[src/tdfm_pkg.sv]
// Package with shared constants, types and helper functions for the tile matcher.
package tdfm_pkg;

    localparam int MAX_TILES = 1024;
    localparam int TILE_ROWS = 8;
    localparam int WORD_W = 64;
    localparam int ROW_W = 3;
    localparam int TILE_W = 10;
    localparam int CNT_W = 11;
    localparam int ADDR_W = 13;
    localparam int MEM_DEPTH = MAX_TILES * TILE_ROWS;
    localparam logic [2:0] PAIRS_RESET = 3'd4;
    localparam logic [1:0] REG_PLANE_PAIRS = 2'd0;

    typedef struct packed {
        logic       load_row;
        logic       clear_search;
        logic       issue_read;
        logic       next_flip;
        logic       next_tile;
        logic       store_row;
        logic       commit_new;
    } dp_cmd_t;

    typedef struct packed {
        logic       row_last;
        logic       tile_left;
        logic       store_full;
        logic       rows_done;
        logic       match_ok;
        logic       last_flip;
    } dp_status_t;

    function automatic logic [WORD_W-1:0] reverse_each_byte(input logic [WORD_W-1:0] v);
        logic [WORD_W-1:0] r;
        r = '0;
        for (int b = 0; b < 8; b++) begin
            for (int k = 0; k < 8; k++) begin
                r[8*b + 7 - k] = v[8*b + k];
            end
        end
        return r;
    endfunction

    function automatic logic [WORD_W-1:0] pair_mask(input logic [2:0] pairs);
        logic [WORD_W-1:0] m;
        m = '0;
        for (int p = 0; p < 4; p++) begin
            if (p == 0 || 3'(p) < pairs) begin
                m[16*p +: 16] = 16'hffff;
            end
        end
        return m;
    endfunction

endpackage

[src/tdfm_ctrl.sv]
// Controller state machine sequencing row capture, search and tile storing.
module tdfm_ctrl
    import tdfm_pkg::*;
(
    input  logic        clk,
    input  logic        rst_n,
    input  logic        start,
    output logic        busy,
    input  dp_status_t  status,
    output dp_cmd_t     cmd,
    output logic        done,
    output logic        res_match,
    output logic        res_new,
    output logic        res_full
);

    localparam logic [2:0] ST_IDLE  = 3'd0;
    localparam logic [2:0] ST_CHECK = 3'd1;
    localparam logic [2:0] ST_READ  = 3'd2;
    localparam logic [2:0] ST_DRAIN = 3'd3;
    localparam logic [2:0] ST_EVAL  = 3'd4;
    localparam logic [2:0] ST_STORE = 3'd5;

    logic [2:0] state_reg;
    logic [2:0] state_next;

    always_comb
    begin
        state_next = state_reg;
        cmd        = '0;
        done       = 1'b0;
        res_match  = 1'b0;
        res_new    = 1'b0;
        res_full   = 1'b0;
        unique case (state_reg)
            ST_IDLE:
            begin
                if (start)
                begin
                    cmd.load_row = 1'b1;
                    if (status.row_last)
                    begin
                        cmd.clear_search = 1'b1;
                        state_next       = ST_CHECK;
                    end
                end
            end
            ST_CHECK:
            begin
                if (status.tile_left)
                begin
                    state_next = ST_READ;
                end
                else if (status.store_full)
                begin
                    done       = 1'b1;
                    res_full   = 1'b1;
                    state_next = ST_IDLE;
                end
                else
                begin
                    cmd.clear_search = 1'b1;
                    state_next       = ST_STORE;
                end
            end
            ST_READ:
            begin
                cmd.issue_read = 1'b1;
                if (status.rows_done)
                begin
                    state_next = ST_DRAIN;
                end
            end
            ST_DRAIN:
            begin
                state_next = ST_EVAL;
            end
            ST_EVAL:
            begin
                if (status.match_ok)
                begin
                    done       = 1'b1;
                    res_match  = 1'b1;
                    state_next = ST_IDLE;
                end
                else
                begin
                    cmd.next_flip = 1'b1;
                    cmd.next_tile = status.last_flip;
                    state_next    = ST_CHECK;
                end
            end
            ST_STORE:
            begin
                cmd.store_row = 1'b1;
                if (status.rows_done)
                begin
                    cmd.commit_new = 1'b1;
                    done           = 1'b1;
                    res_new        = 1'b1;
                    state_next     = ST_IDLE;
                end
            end
            default:
            begin
                state_next = ST_IDLE;
            end
        endcase
    end

    always_ff @(posedge clk or negedge rst_n)
    begin
        if (!rst_n)
        begin
            state_reg <= ST_IDLE;
        end
        else
        begin
            state_reg <= state_next;
        end
    end

    assign busy = (state_reg != ST_IDLE);

endmodule

[config.mk]
export PLATFORM = sky130hd
export DESIGN_NAME = tdfm_ctrl
export DESIGN_NICKNAME = d
export VERILOG_FILES = /design/src/tdfm_pkg.sv /design/src/tdfm_ctrl.sv
export SDC_FILE = /design/constraint.sdc
export NUM_CORES = 1
export LEC_CHECK = 0
export ABC_AREA = 1
export BUFFER_PORTS_ARGS = -buffer_cell sky130_fd_sc_hd__clkbuf_2
export CAP_MARGIN = 20
export CORE_AREA = 2 2 39 41
export DETAILED_ROUTE_END_ITERATION = 8
export DIE_AREA = 0 0 41 43
export HOLD_SLACK_MARGIN = 0.12
export SETUP_SLACK_MARGIN = 0.1
export SYNTH_ARGS = -nofsm -noshare
export SYNTH_HDL_FRONTEND = slang
export SYNTH_SLANG_ARGS = --single-unit
[constraint.sdc]
create_clock -name clk -period 1.3 [get_ports clk]
set_input_delay 0.13 -clock clk [delete_from_list [all_inputs] [get_ports clk]]
set_output_delay 0.13 -clock clk [all_outputs]
set_load 0.01 [all_outputs]
; ---- Yosys cells after proc, flatten, opt, wreduce, memory -nomap -nowiden
; Cells that the tools add are included.
[classes]
n_addsub = 0
n_mul = 0
div = 0
order_cmp = 0
eq_ne = 9
shifts = 0
n_mux = 26
bitwise_logic = 0
n_reduce_logical = 3
[op_table]
columns = cell, n
row1 = $mux W3, 6
row2 = $pmux W3 S6, 1
row3 = $mux W1, 13
row4 = $mux W2, 4
row5 = $ne A2 B2 Y1 const B, 4
row6 = $eq A3 B2 Y1 const B, 2
row7 = $eq A3 B3 Y1 const B, 2
row8 = $reduce_and A4 Y1, 1
row9 = $eq A3 B1 Y1 const B, 1
row10 = $logic_not A3 Y1, 1
row11 = $pmux W1 S3, 1
row12 = $reduce_bool A3 Y1, 1
row13 = $pmux W1 S2, 1
[totals]
regBits = 3
latch_bits = 0
mem_bits_rw = 0
mem_bits_ro = 0
inputBits = 9
mem_count = 0

; ---- Logic depth before layout (Yosys ltp)
; Gate-level depths: netlist of run 1.
[depth]
word_depth = 3
mapped_depth = 6

; ---- Least setup slack after synthesis of run 1
; Ideal clock, no wire load.
[synth_timing]
path_type = register -> output
start = register state_reg[1]
end = output port cmd[0] (netlist name)
arrival_ns = 1.043
path_slack_ns = 0.127
stages_incl_launch_ff = 5
n_path_buf = 1
path_cell_list = dfrtp_1 > nor3_2 > nand2_1 > inv_1 > buf_4
[synth_rtl]
columns = element, line
row1 = from (decl), tdfm_ctrl.sv:24  ; logic [2:0] state_reg;
row2 = from (signal assigned), tdfm_ctrl.sv:119  ; state_reg <= state_next;
row3 = to (decl), tdfm_ctrl.sv:10  ; output dp_cmd_t cmd,

; ---- Worst setup path in the final report of run 1
[layout_timing]
start = register state_reg[1]
end = output port done
[layout_between]
elab_chain_len = 2
elab_cells_between_ends = 4
cone_classes = eq/ne: 3 / mux: 1
[layout_lines]
columns = element, line
row1 = $eq A3 B3 Y1 / $eq A3 B1 Y1 (equally long branches), tdfm_ctrl.sv:35  ; unique case (state_reg)
row2 = $pmux W1 S3 (*), tdfm_ctrl.sv:35
row3 = to (decl), tdfm_ctrl.sv:11  ; output logic done,
; Mark *: on every way between the ends. The rest lies on a longest branch, timed or not.

==> flow_summary.ini, run 1 <==
[yosys]
synthXorXnorAreaFrac_pct = 0
yosys.area.top_type = dfrtp_1
synth_cell_type_count = 14
syn_area_per_cell_um2 = 5.86
synth_top_cell_area_share_pct = 27.3
synth-simple-area-share_pct = 44.1
yosys.area_share.adder_pct = 0
netlist_instances = 47
synth_top_family_by_area = simple AND/OR/NAND/NOR gates
ys_seq_elements = 3
ys_top_cells_by_area = dfrtp_1, inv_1, nor2_1
ys_seq_area_share_pct = 27.3
muxShareOfSynthArea_pct = 0
yosysWarnings = 0
synth_compound_area_share_pct = 6.82
syn_nets = 56
synthesis.area_um2 = 275

[global_routing]
track_usage_pct = 9.05
grt_pass1_vias = 318
grt_pass1_wl_um = 1060
gr-total-overflow = 0
antenna_found_initial = 0
grt_max_degree = 6

[floorplan]
coreArea_um2 = 1380
die_y_um = 43
die_x_um = 41
die-area_um2 = 1760
row_count = 14
ios = 21
start_util_pct = 19.9

[drt]
wl_per_cell_um = 8.82
first_iter_violations = 5
final_antenna_net_count = 0
wl_met3_um = 44
routed.top_layer = met3
dr_wl_met2_um = 463
first_pass_iters = 4
num_vias = 381
wl_met1_um = 286
drc = 0
routed_wl_um = 794
viasPerCell = 4.23

[cells_and_area]
fin_util_pct = 37.7
final_area_um2 = 522
largest_reg_flops = 3
drive_gt1_share_pct = 56.8
syn_to_final_growth_pct = 89.5
diodes = 0
finalNetCount = 84
finalNonFillerCells = 90

[worst_setup_path]
crit_path_cell_trace = nor3_4, nand2_2, nand3_1, buf_2
path_class = reg2out
cp_slowest_stage_delay_ns = 0.46
critPathCaptureType = primary output
cpMaxStageDelayCell = dfrtp_2
start_kind = register
crit_path_max_fanout = 5
cp_data_arrival_time_ns = 1.20
cp_num_buf_inv = 1
path_delay_family = flip-flops
required_ns = 1.17

[sta]
grt_setup_unrepaired = true
fmax_ghz = 0.754
worst_slack_ns = -0.0259
worstMarginPinSlew_ns = 0.173
fin_skew_ns = 0.00210
period_minus_slack_ns = 1.33
relSlewSlack_pct = 88.4
maxSlewViolCount = 0
hold_viol = 0
holdWs_ns = 0.177
setup_viol = 3
period_share_pct = 102

[power]
p_leak_nw = 0.329
p_per_area_nw_per_um2 = 2090
power_mw = 1.09
max-vdd-ir-drop_mv = 0.747

[run_status]
violations = negative setup slack
status = finished, violations left

[clocking]
clock-sinks = 3
clk_latency_ns = 0.23
htreeDepth = 1
cts-root-buf = clkbuf_4
clock_path_buffers = 2
cts_tree = yes
clk_pin_slew_worst_paths_ns = 0.04
cts_buffers = 3

[placement]
place.detailed.instances = 82
hpwl_um = 558
place_area_um2 = 388
globalplace.congestion = 0.746
port_buffers = 20

[run]
max_cap_viol_count = 0

[worst_hold_path]
hold_path_class = in2reg
## synth_stat cells, drive strengths merged
cell type and count:
inv 14, dfrtp 3, nand2 8, nand4 2, buf 1, o21ai 2
nand3 5, nor3 2, a31o 1, nor2 9
## placed cells by master (no fill, tap or decap), drive strengths merged
| master | n |
|---|---|
| nand3 | 5 |
| inv | 14 |
| nand4 | 2 |
| buf | 12 |
| o21ai | 2 |
| dfrtp | 3 |
| nand2 | 8 |
| a31o | 1 |
| nor3 | 2 |
| clkbuf | 15 |
| nor2 | 9 |
| dlygate4sd3 | 1 |
## layout make-up
type | count | area (µm²)
clock buffer | 4 | 26.3
fill | 154 | 862
multi-input combinational | 29 | 178
tap | 16 | 20.0
inverter | 14 | 57.6
sequential | 3 | 78.8
timing repair buffer | 24 | 161
## through the flow
step	setup slack, ns	TNS (ns)
final	-0.0259	-0.0498
after global routing	-0.117	-0.607
after CTS	-0.0381	-0.131
after detailed placement	0.183	0
after global placement	0.209	0
after floorplan	0.127	0
## kinds of logic after synthesis
logic type,count (synthesis)
compound gates,3
buf+inv,15
flops,3
simple gates,26
## worst reg2reg max path: stages (launching register included)
cell	delay, ns
dfrtp_2	0.45
nor2_4	0.13
nand2_2	0.09
buf_6	0.13
nor2_1	0.07
nor2_1	0.05
nand2_1	0.05
nand2_1	0.05
## worst paths after layout
kind,depth (start not counted),from,slack (ns),to
worst max-delay path,4,state_reg[1],-0.03,done
worst min-delay path,2,status[4],0.18,state_reg[1]
worst max register to register,7,state_reg[0],0.15,state_reg[0]
worst min register to register,2,state_reg[2],0.71,state_reg[2]
max in group asynchronous,2,rst_n,0.95,state_reg[2]
min in group asynchronous,2,rst_n,0.22,state_reg[0]
## report_power, final
| part | switching (mW) | internal [mW] |
|---|---|---|
| registers | 0.0981 | 0.144 |
| logic | 0.357 | 0.326 |
| clock network | 0.0480 | 0.115 |
## what timing repair did
| action | 4_1_cts | 5_1_grt |
|---|---|---|
| gates resized for setup | 8 | 22 |
| hold buffers | 1 | 0 |
| endpoints found under the hold margin | 3 | 0 |
| pin swaps | 2 | 5 |
| setup endpoints to repair | 11 | 12 |
| buffers inserted | 2 | 1 |
## metal layers
metal / GRT usage [%] / vias to the layer above
met5: 0 / -
met4: 8.00 / 0
met3: 1.57 / 0
met2: 15.6 / 12
met1: 8.09 / 170
li1: - / 199
Note: power is estimated with default switching activity, not from simulation.
==> run 2, diff against run 1 <==
Settings changed: CTS_BUF_LIST from default to sky130_fd_sc_hd__clkbuf_8.
==> run 2 against run 1 <==
The flow still finishes with violations (negative setup slack). Clock power up 61%. Sequential share of layout area down 0.52 points. Final area up 3.6%. Combinational power about the same. Critical endpoint unchanged.
==> flow_summary.ini, run 2 (synthesized netlist as in run 1, its figures left out) <==
[run_status]
status = finished, violations left
violations = negative setup slack

[sta]
worstMarginPinSlew_ns = 0.170
holdWs_ns = 0.198
fin_skew_ns = 0.000602
relSlewSlack_pct = 88.6
fmax_ghz = 0.762
period_minus_slack_ns = 1.31
maxSlewViolCount = 0
setup_viol = 2
period_share_pct = 101
worst_slack_ns = -0.0122
hold_viol = 0
grt_setup_unrepaired = true

[clocking]
clk_pin_slew_worst_paths_ns = 0.03
clock_path_buffers = 2
htreeDepth = 1
cts-root-buf = clkbuf_8
clk_latency_ns = 0.21
cts_tree = yes
clock-sinks = 3
cts_buffers = 3

[floorplan]
start_util_pct = 19.9
row_count = 14
coreArea_um2 = 1380
ios = 21
die_x_um = 41
die_y_um = 43
die-area_um2 = 1760

[placement]
globalplace.congestion = 0.746
port_buffers = 20
hpwl_um = 558
place_area_um2 = 388

[drt]
first_iter_violations = 3
final_antenna_net_count = 0
wl_per_cell_um = 9.07
routed_wl_um = 816
viasPerCell = 4.30
first_pass_iters = 4
drc = 0
num_vias = 387

[global_routing]
gr-total-overflow = 0
track_usage_pct = 9.36
grt_max_degree = 6
antenna_found_initial = 0
grt_pass1_wl_um = 1080
grt_pass1_vias = 318

[power]
power_mw = 1.19
p_leak_nw = 0.339
p_per_area_nw_per_um2 = 2200
max-vdd-ir-drop_mv = 0.885

[cells_and_area]
final_cell_mix = inv_1, clkbuf_2, nor2_1, nand2_1
finalNetCount = 84
final_area_um2 = 541
largest_reg_flops = 3
syn_to_final_growth_pct = 96.4
diodes = 0
drive_gt1_share_pct = 56.8

[worst_setup_path]
cp_data_arrival_time_ns = 1.18
r2r_setup_slack_ns = 0.15
critPathCaptureType = primary output
timing.rr.start = state_reg[1]
required_ns = 1.17
path_class = reg2out
crit_path_max_fanout = 5
reg2reg_to = state_reg[0]
start_kind = register
reg2reg_depth = 7

[worst_hold_path]
hold_end = state_reg[1]
holdPathStages = 2
hold_path_class = in2reg
min-delay-start = status[4]

[run]
max_cap_viol_count = 0
-- run 2: cell count changes in the layout (fill, tap and decap cells not counted) --
cell	previous run	this run
clkbuf_1	1	0
clkbuf_4	3	0
clkbuf_8	0	3
inv_1	10	11
-- run 2: power by group --
part | internal [mW] | switching [mW] | leakage [nW]
Clock | 0.201 | 0.0618 | 0.0269
Sequential | 0.144 | 0.0992 | 0.0346
Combinational | 0.327 | 0.359 | 0.277
Total | 0.671 | 0.520 | 0.339
-- run 2: critical path, stage by stage (launching register included) --
cell	delay, ns
dfrtp_2	0.43
inv_4	0.07
nor3_4	0.19
nand2_2	0.09
nand3_1	0.07
buf_2	0.12
-- run 2: timing repair --
| item | CTS | global route |
|---|---|---|
| hold buffers | 1 | 0 |
| pin swaps | 3 | 6 |
| setup buffers | 2 | 1 |
| endpoints found under the hold margin | 3 | 0 |
| resized for setup | 8 | 22 |
| endpoints found under the setup margin | 10 | 12 |
-- run 2: cell type report --
type,instances,area (µm²)
tap,16,20.0
timing repair buffer,24,161
multi-input combinational,29,178
inverter,14,57.6
sequential,3,78.8
clock inverter,1,3.75
fill,152,843
clock buffer,3,41.3
-- run 2: how the worst max path moves through the flow --
stage / startpoint / to / depth (start not counted)
5_1_grt: state_reg[2] / done / 5
3_5_place_dp: state_reg[0] / cmd[5] / 4
3_3_place_gp: state_reg[1] / cmd[5] / 4
4_1_cts: state_reg[2] / done / 5
2_1_floorplan: state_reg[1] / cmd[0] / 4
6_report: state_reg[2] / done / 5
-- run 2: routing by layer --
layer	global-route usage (%)	wire length [µm]
met5	0	0
met1	8.09	300
met4	8.00	8
met2	15.6	457
met3	3.14	50
-- run 2: through the flow --
| step | util (%) | instances | setup TNS, ns | setup WS [ns] |
|---|---|---|---|---|
| after floorplan | - | 47 | 0 | 0.127 |
| after global placement | 28.0 | 82 | 0 | 0.209 |
| after detailed placement | 28.0 | 82 | 0 | 0.183 |
| after CTS | 34.9 | 89 | -0.0312 | -0.0150 |
| after global routing | 39.1 | 90 | -0.418 | -0.0966 |
| final | 39.1 | 90 | -0.0141 | -0.0122 |
